`config.mk`:
```
export PLATFORM = sky130hd
export DESIGN_NAME = ppu_register_port_and_frame_timing_core
export DESIGN_NICKNAME = d
export VERILOG_FILES = /design/src/ppurt_pkg.sv /design/src/ppurt_timing.sv /design/src/ppu_register_port_and_frame_timing_core.sv
export VERILOG_INCLUDE_DIRS = /design/src /design/src/src
export SDC_FILE = /design/constraint.sdc
export NUM_CORES = 1
export LEC_CHECK = 0
export BUFFER_PORTS_ARGS = -buffer_cell sky130_fd_sc_hd__clkbuf_2
export CORE_ASPECT_RATIO = 0.75
export CORE_MARGIN = 3
export CORE_UTILIZATION = 55
export DETAILED_ROUTE_END_ITERATION = 10
export HOLD_SLACK_MARGIN = 0.1
export PLACE_DENSITY = 0.75
export SETUP_SLACK_MARGIN = 0.15
export SLEW_MARGIN = 10
export SYNTH_ARGS = -nofsm -noshare
export SYNTH_HDL_FRONTEND = slang
export SYNTH_HIERARCHICAL = 1
export SYNTH_SLANG_ARGS = --single-unit
```
`constraint.sdc`:
```
create_clock -name clk -period 5.2 [get_ports clk]
set_clock_uncertainty 0.05 [all_clocks]
set_input_delay 0.26 -clock clk [delete_from_list [all_inputs] [get_ports clk]]
set_output_delay 0.26 -clock clk [all_outputs]
set_load 0.01 [all_outputs]
```
`src/assert_macros.svh`:
```
// Assertion helpers for the picture unit register port.
// Every property is sampled on clk and is ignored while arst_n is low.
`ifndef ASSERT_MACROS_SVH
`define ASSERT_MACROS_SVH

`ifndef SYNTH

`define PPURT_ASSERT(label, prop, msg) \
	label: assert property (@(posedge clk) disable iff (!arst_n) (prop)) else $error(msg);

`define PPURT_ASSERT_IMP(label, ante, cons, msg) \
	label: assert property (@(posedge clk) disable iff (!arst_n) (ante) |-> (cons)) \
		else $error(msg);

`else

`define PPURT_ASSERT(label, prop, msg)

`define PPURT_ASSERT_IMP(label, ante, cons, msg)

`endif

`endif

```
`src/ppurt_pkg.sv`:
```
package ppurt_pkg;

	// Request function codes.
	localparam logic [2:0] FUNC_TICK  = 3'd0;
	localparam logic [2:0] FUNC_READ  = 3'd1;
	localparam logic [2:0] FUNC_PEEK  = 3'd2;
	localparam logic [2:0] FUNC_WRITE = 3'd3;
	localparam logic [2:0] FUNC_CLEAR = 3'd4;

	// Register numbers.
	localparam logic [2:0] REG_CTRL   = 3'd0;
	localparam logic [2:0] REG_MASK   = 3'd1;
	localparam logic [2:0] REG_STATUS = 3'd2;
	localparam logic [2:0] REG_ADDR   = 3'd6;
	localparam logic [2:0] REG_DATA   = 3'd7;

	// Frame timing.
	localparam logic [8:0]        DOT_WRAP  = 9'd341;
	localparam logic [8:0]        VBL_DOT   = 9'd1;
	localparam logic signed [9:0] LINE_WRAP = 10'sd261;
	localparam logic signed [9:0] VBL_LINE  = 10'sd241;
	localparam logic signed [9:0] PRE_LINE  = -10'sd1;

	// Register port constants.
	localparam logic [15:0] PALETTE_BASE = 16'h3F00;
	localparam logic [15:0] STEP_WIDE    = 16'd32;
	localparam logic [15:0] STEP_NARROW  = 16'd1;
	localparam logic [7:0]  NO_DATA      = 8'hFF;
	localparam logic [1:0]  STATUS_FIXED = 2'b01;
	localparam int          CTRL_NMI_EN  = 7;
	localparam int          CTRL_STEP    = 2;

	typedef struct packed {
		logic vbl_set;
		logic vbl_clr;
		logic frame_wrap;
	} timing_evt_t;

endpackage

```
`src/ppurt_timing.sv`:
```
module ppurt_timing (
	input  logic                      clk,
	input  logic                      arst_n,
	input  logic                      tick,
	output logic [8:0]                cycle_nxt,
	output logic signed [9:0]         scanline_nxt,
	output ppurt_pkg::timing_evt_t    evt
);
	import ppurt_pkg::*;

	logic [8:0]        dot_q;
	logic signed [9:0] line_q;
	logic [8:0]        dot_w;
	logic signed [9:0] line_w;
	logic signed [9:0] line_inc;
	logic              wrap;

	always_comb begin
		// Blank events look at the counters as they stand before the step.
		evt.vbl_set = (line_q == VBL_LINE) && (dot_q == VBL_DOT);
		evt.vbl_clr = (line_q == PRE_LINE) && (dot_q == VBL_DOT);
		line_inc    = line_q + 10'sd1;
		dot_w       = dot_q;
		line_w      = line_q;
		wrap        = 1'b0;
		if (dot_q >= DOT_WRAP) begin
			dot_w = '0;
			if (line_inc >= LINE_WRAP) begin
				line_w = PRE_LINE;
				wrap   = 1'b1;
			end else begin
				line_w = line_inc;
			end
		end
		evt.frame_wrap = tick && wrap;
		cycle_nxt      = tick ? dot_w + 9'd1 : dot_q;
		scanline_nxt   = tick ? line_w : line_q;
	end

	always_ff @(posedge clk or negedge arst_n) begin
		if (!arst_n) begin
			dot_q  <= '0;
			line_q <= '0;
		end else if (tick) begin
			dot_q  <= cycle_nxt;
			line_q <= scanline_nxt;
		end
	end

endmodule

```
`src/ppu_register_port_and_frame_timing_core.sv`:
```
// CPU register port and frame timing of a console picture unit.
// Requests arrive on req_valid/req_ready with func, reg_index, write_data and
// mem_read_data; each request gives exactly one response on
// rsp_valid/rsp_ready carrying read_data, the video address, the video
// memory write strobe and byte, the sticky nmi level and the dot and line
// counters after the request.
// A request is taken into an input register, evaluated in one pass against
// the register file and counters, and moves to the response register once it
// is empty or being taken: one request per cycle sustained while rsp_ready
// stays high. The response register and the input register each hold one
// request, so a new request is taken while a finished response waits.
// When the receiver stalls, both stages fill and req_ready drops; it rises
// again in the cycle the response is taken.
// Reset clears both stages and loads control 0x00, mask 0x00, vertical blank
// set, latch 0, address 0x0000, read buffer 0x00, nmi 0, dot 0 and line 0.
`include "assert_macros.svh"

module ppu_register_port_and_frame_timing_core (
	input  logic                clk,
	input  logic                arst_n,
	input  logic                req_valid,
	output logic                req_ready,
	input  logic [2:0]          func,
	input  logic [2:0]          reg_index,
	input  logic [7:0]          write_data,
	input  logic [7:0]          mem_read_data,
	output logic                rsp_valid,
	input  logic                rsp_ready,
	output logic [7:0]          read_data,
	output logic [15:0]         vram_address,
	output logic                vram_write,
	output logic [7:0]          vram_write_data,
	output logic                nmi,
	output logic [8:0]          cycle,
	output logic signed [9:0]   scanline,
	output logic                frame_done
);
	import ppurt_pkg::*;

	// Input stage.
	logic       valid_s1;
	logic [2:0] func_s1;
	logic [2:0] reg_s1;
	logic [7:0] wdata_s1;
	logic [7:0] mem_s1;

	// Architectural state.
	logic [7:0]  ctrl_q;
	logic [7:0]  mask_q;
	logic        vbl_q;
	logic        latch_q;
	logic [15:0] addr_q;
	logic [7:0]  rbuf_q;
	logic        nmi_q;

	logic [7:0]  ctrl_n;
	logic        vbl_n;
	logic        latch_n;
	logic [15:0] addr_n;
	logic [7:0]  rbuf_n;
	logic        nmi_n;
	logic [7:0]  mask_n;
	logic [7:0]  rd_n;
	logic        vw_n;
	logic [7:0]  vwd_n;
	logic [15:0] step;

	logic              advance;
	logic              tick;
	logic [8:0]        cycle_nxt;
	logic signed [9:0] scanline_nxt;
	timing_evt_t       evt;
	logic              at_wrap_pos;

	assign advance   = valid_s1 && (!rsp_valid || rsp_ready);
	assign req_ready = !valid_s1 || advance;
	assign tick      = advance && (func_s1 == FUNC_TICK);

	ppurt_timing u_timing (
		.clk          (clk),
		.arst_n       (arst_n),
		.tick         (tick),
		.cycle_nxt    (cycle_nxt),
		.scanline_nxt (scanline_nxt),
		.evt          (evt)
	);

	always_comb begin
		ctrl_n  = ctrl_q;
		mask_n  = mask_q;
		vbl_n   = vbl_q;
		latch_n = latch_q;
		addr_n  = addr_q;
		rbuf_n  = rbuf_q;
		nmi_n   = nmi_q;
		rd_n    = NO_DATA;
		vw_n    = 1'b0;
		vwd_n   = '0;
		step    = ctrl_q[CTRL_STEP] ? STEP_WIDE : STEP_NARROW;
		case (func_s1)
			FUNC_TICK: begin
				if (evt.vbl_clr)
					vbl_n = 1'b0;
				if (evt.vbl_set)
					vbl_n = 1'b1;
				if (vbl_n && ctrl_q[CTRL_NMI_EN])
					nmi_n = 1'b1;
			end
			FUNC_READ, FUNC_PEEK: begin
				unique case (reg_s1)
					REG_CTRL: begin
						if (func_s1 == FUNC_PEEK)
							rd_n = ctrl_q;
					end
					REG_MASK: begin
						if (func_s1 == FUNC_PEEK)
							rd_n = mask_q;
					end
					REG_STATUS: begin
						rd_n = {vbl_q, STATUS_FIXED, rbuf_q[4:0]};
						if (func_s1 == FUNC_READ) begin
							vbl_n   = 1'b0;
							latch_n = 1'b0;
						end
					end
					REG_DATA: begin
						if (func_s1 == FUNC_PEEK) begin
							rd_n = rbuf_q;
						end else begin
							// Palette space bypasses the read buffer.
							rd_n   = (addr_q >= PALETTE_BASE) ? mem_s1 : rbuf_q;
							rbuf_n = mem_s1;
							addr_n = addr_q + step;
						end
					end
					default: rd_n = NO_DATA;
				endcase
			end
			FUNC_WRITE: begin
				unique case (reg_s1)
					REG_CTRL: ctrl_n = wdata_s1;
					REG_MASK: mask_n = wdata_s1;
					REG_ADDR: begin
						if (!latch_q)
							addr_n = {wdata_s1, addr_q[7:0]};
						else
							addr_n = {addr_q[15:8], wdata_s1};
						latch_n = !latch_q;
					end
					REG_DATA: begin
						vw_n   = 1'b1;
						vwd_n  = wdata_s1;
						addr_n = addr_q + step;
					end
					default: ;
				endcase
			end
			FUNC_CLEAR: begin
				nmi_n              = 1'b0;
				ctrl_n[CTRL_NMI_EN] = 1'b0;
			end
			default: ;
		endcase
	end

	always_ff @(posedge clk or negedge arst_n) begin
		if (!arst_n) begin
			valid_s1 <= 1'b0;
		end else if (req_ready) begin
			valid_s1 <= req_valid;
		end
	end

	always_ff @(posedge clk) begin
		if (req_ready && req_valid) begin
			func_s1  <= func;
			reg_s1   <= reg_index;
			wdata_s1 <= write_data;
			mem_s1   <= mem_read_data;
		end
	end

	always_ff @(posedge clk or negedge arst_n) begin
		if (!arst_n) begin
			ctrl_q  <= 8'h00;
			mask_q  <= 8'h00;
			vbl_q   <= 1'b1;
			latch_q <= 1'b0;
			addr_q  <= 16'h0000;
			rbuf_q  <= 8'h00;
			nmi_q   <= 1'b0;
		end else if (advance) begin
			ctrl_q  <= ctrl_n;
			mask_q  <= mask_n;
			vbl_q   <= vbl_n;
			latch_q <= latch_n;
			addr_q  <= addr_n;
			rbuf_q  <= rbuf_n;
			nmi_q   <= nmi_n;
		end
	end

	always_ff @(posedge clk or negedge arst_n) begin
		if (!arst_n) begin
			rsp_valid <= 1'b0;
		end else if (advance) begin
			rsp_valid <= 1'b1;
		end else if (rsp_ready) begin
			rsp_valid <= 1'b0;
		end
	end

	always_ff @(posedge clk) begin
		if (advance) begin
			read_data       <= rd_n;
			vram_address    <= addr_n;
			vram_write      <= vw_n;
			vram_write_data <= vwd_n;
			nmi             <= nmi_n;
			cycle           <= cycle_nxt;
			scanline        <= scanline_nxt;
			frame_done      <= evt.frame_wrap;
		end
	end

	assign at_wrap_pos = (scanline == PRE_LINE) && (cycle == VBL_DOT);

	`PPURT_ASSERT_IMP(a_write_no_read, rsp_valid && vram_write, read_data == NO_DATA, "read on write")
	`PPURT_ASSERT_IMP(a_frame_pos, rsp_valid && frame_done, at_wrap_pos, "frame wrap misplaced")
	`PPURT_ASSERT_IMP(a_dot_range, rsp_valid, cycle <= DOT_WRAP, "dot counter out of range")
	`PPURT_ASSERT_IMP(a_nmi_on_tick, $rose(nmi_q), $past(tick), "nmi rose without a tick")

endmodule

```
==> impl_metrics.csv <==
group,metric,value,unit
outcome,status,"finished clean",
die,core_area,13300,um^2
die,ios,82,
timing,worst_slew_pin_slew,1.15,ns
synth,syn_nets,756,
hold_path,hold_depth,2,
synth,async_flop_share,0.457,
clock_tree,cts-buffers-inserted,17,
final_layout,mostFrequentLayoutCells,"clkbuf_2, edfxtp_1, nand2_1, dfrtp_1, o21ai_0",
timing,timing.final.crit_share,0.679,
power_and_ir_drop,power_leakage,3.52,nW
grt,grt-ovfl-total,0,
clock_tree,clk_latency,0.43,ns
routing,wirelength,20200,um
critical_path,required,5.45,ns
timing,finalSetupTns,0,ns
synth,ys_ff_latch,140,
routing,wl_per_cell,20.5,um
critical_path,reg2reg_to,"rbuf_q[3]",
synth,ys_seq_area_frac,0.510,
place,place_ws,1.83,ns
clock_tree,post_cts_buffers,0,
synth,synth_cells,723,
timing,setup_ws,1.67,ns
critical_path,start_kind,"register",
critical_path,rrSetupSlack,1.67,ns
hold_path,hold_path_end,"mask_q[5]",
final_layout,regArea,3880,um^2
synth,synth_cell_type_count,91,
synth,yosys_warnings,6,
synth,yosys-top-cells-area,"edfxtp_1, dfrtp_1, o21ai_0",
timing,slew-limit-headroom,0.228,
power_and_ir_drop,p_per_area,360,nW/um^2
critical_path,crit_path_end_kind,"register",
timing,fin_crit,3.53,ns
critical_path,reg2reg_depth,4,
hold_path,hp-start,"mask_q[5]",
die,start_util,0.574,
routing,num_vias,6400,
routing,drc_errors,0,
routing,ant_nets,0,
timing,fmax,0.283,GHz
grt,grt_max_degree,70,
grt,grt_pass1_vias,6088,
routing,dr.pass1.iters,8,
place,io_buffers,81,
timing,slew_violations,0,
final_layout,final_core_utilization,0.662,
routing,via_per_inst,6.51,
die,num_rows,36,
place,gp_congestion,0.900,
synth,netlist.area_leader.share,0.299,
synth,synth_area_per_cell,10.5,um^2
critical_path,crit_path_max_fanout,27,
final_layout,multi_input_area,3350,um^2
synth,synth_edf_count,76,
synth,yosys.area.top_type,"edfxtp_1",
clock_tree,path_clk_slew,0.06,ns
timing,setup_viol,0,
clock_tree,postCtsResizedCells,0,
final_layout,layout-drive-gt1-share,0.211,
die,die_area,15300,um^2
grt,grt_usage,0.268,
critical_path,timing.rr.start,"reg_s1[1]",
final_layout,antenna_cells,0,
clock_tree,cts_tree,"built",
critical_path,cp_top_family,"simple AND/OR/NAND/NOR gates",
critical_path,cp_num_buf_inv,0,
timing,rsz0062_at_grt,"false",
routing,drt_iter0_markers,993,
critical_path,crit_slowest_cell,"nand3_1",
final_layout,nets,832,
critical_path,worstPathCellList,"nand3_1 > nor4_4 > nand2_2 > mux2_2",
grt,antenna_found_initial,0,
place,dp.final_hpwl,13000,um
critical_path,arrival,3.78,ns
final_layout,n_fill_cell,999,
die,dieWidth,142,um
clock_tree,cts.sinks,140,
critical_path,slowest_delay,1.03,ns
die,fp.dieH,108,um
timing,hold_viol_final,0,
clock_tree,clockRootBuffer,"clkbuf_16",
synth,synth-main-ff-cell,"edfxtp_1",
synth,synth_area,7620,um^2
hold_path,holdCritPathClass,"reg -> reg",
clock_tree,ctsHtreeMaxLevel,4,
final_layout,layout_commonest_cell,"clkbuf_2",
job,drv_cap,0,
critical_path,critical_path_class,"reg -> reg",
power_and_ir_drop,ir_drop,0.250,mV
clock_tree,clk_path_buf_depth,2,
final_layout,area_growth,15.5,%
grt,grt_first_pass_wirelength,31800,um
flip-flops by register name (all words and copies together), names as in the netlist, 3 cells and up:
| signal | flops |
|---|---|
| mask_q | 8 |
| cycle | 9 |
| mem_s1 | 8 |
| u_timing/line_q | 10 |
| wdata_s1 | 8 |
| vram_address | 16 |
| scanline | 10 |
| read_data | 8 |
| vram_write_data | 8 |
| u_timing/dot_q | 9 |
| ctrl_q | 8 |
| addr_q | 16 |
| rbuf_q | 8 |
| reg_s1 | 3 |
| func_s1 | 3 |
worst register-to-register path: cells and delay by family, from the launching register on:
kind	cells	cell delay, ns
flip-flops	1	0.87
AND/OR/NAND/NOR	3	2.13
multiplexers	1	0.36
worst max path at each step:
stage / to / slack (ns) / start / cells past startpoint
after detailed placement: rbuf_q[3] / 1.83 / reg_s1[1] / 4
after floorplan: scanline[8] / 1.46 / rsp_valid / 9
after CTS: rbuf_q[3] / 1.80 / reg_s1[1] / 4
final: rbuf_q[3] / 1.67 / reg_s1[1] / 4
after global routing: rbuf_q[5] / 1.47 / reg_s1[1] / 4
after global placement: rbuf_q[6] / 1.94 / reg_s1[1] / 4
logic make-up after synthesis:
logic type | count (synthesis) | synth area share
AND/OR/NAND/NOR | 246 | 0.178
buffers and inverters | 76 | 0.0506
AO/OA/AOI/OAI | 207 | 0.187
XOR/XNOR | 14 | 0.0161
adder cells (fa/ha/maj) | 7 | 0.0115
multiplexers | 33 | 0.0476
flip-flops | 140 | 0.510
layer usage:
layer  GRT usage  share of wire  wire length, um  vias to the layer above
met5           0              0                0                        -
met4      0.0884          0.024              480                        0
met3      0.0716          0.099             1990                       52
met2       0.405           0.45             9000                      396
met1       0.381           0.43             8690                     3073
li1            -              -                -                     2879
where the power goes:
part	switching, W	internal [W]	leakage, nW
logic	0.000311	0.000219	1.71
clock network	0.000481	0.000686	0.265
registers	0.000158	0.00131	1.54
total	0.000949	0.00222	3.52
cell usage after synthesis, types with 11 or more instances:
cell	n
buf_2	22
and3_1	11
inv_1	19
edfxtp_1	76
mux2_2	22
clkbuf_1	14
nand2_1	65
a21oi_1	37
nand3_1	24
nand2b_1	11
dfrtp_1	63
o21ai_0	62
nor3_1	17
a31oi_1	11
o22ai_1	13
nor2_1	42
timing repair:
| action | in CTS | in global routing |
|---|---|---|
| hold buffers | 26 | 0 |
| endpoints found under the setup margin | 0 | 0 |
| hold endpoints to repair | 87 | 0 |
metrics by stage:
step / hold slack, ns / instances / instance area (um^2) / power, W
3_3_place_gp: 0.386 / 925 / 7970 / 0.00196
2_1_floorplan: -0.0856 / 723 / 7620 / 0.00182
6_report: 0.440 / 983 / 8800 / 0.00317
5_1_grt: 0.472 / 983 / 8800 / 0.00330
4_1_cts: 0.442 / 983 / 8800 / 0.00316
3_5_place_dp: 0.389 / 925 / 7970 / 0.00198
final cells by class:
type                    instances  share of cell area
flip-flops and latches        140               0.441
multi-input cells             507               0.381
repair buffers                112              0.0799
clock buffers                  20              0.0519
well taps                     171              0.0243
clock inverters                12              0.0129
inverters                      21             0.00896
No activity file was read; power rests on OpenSTA's default activity.
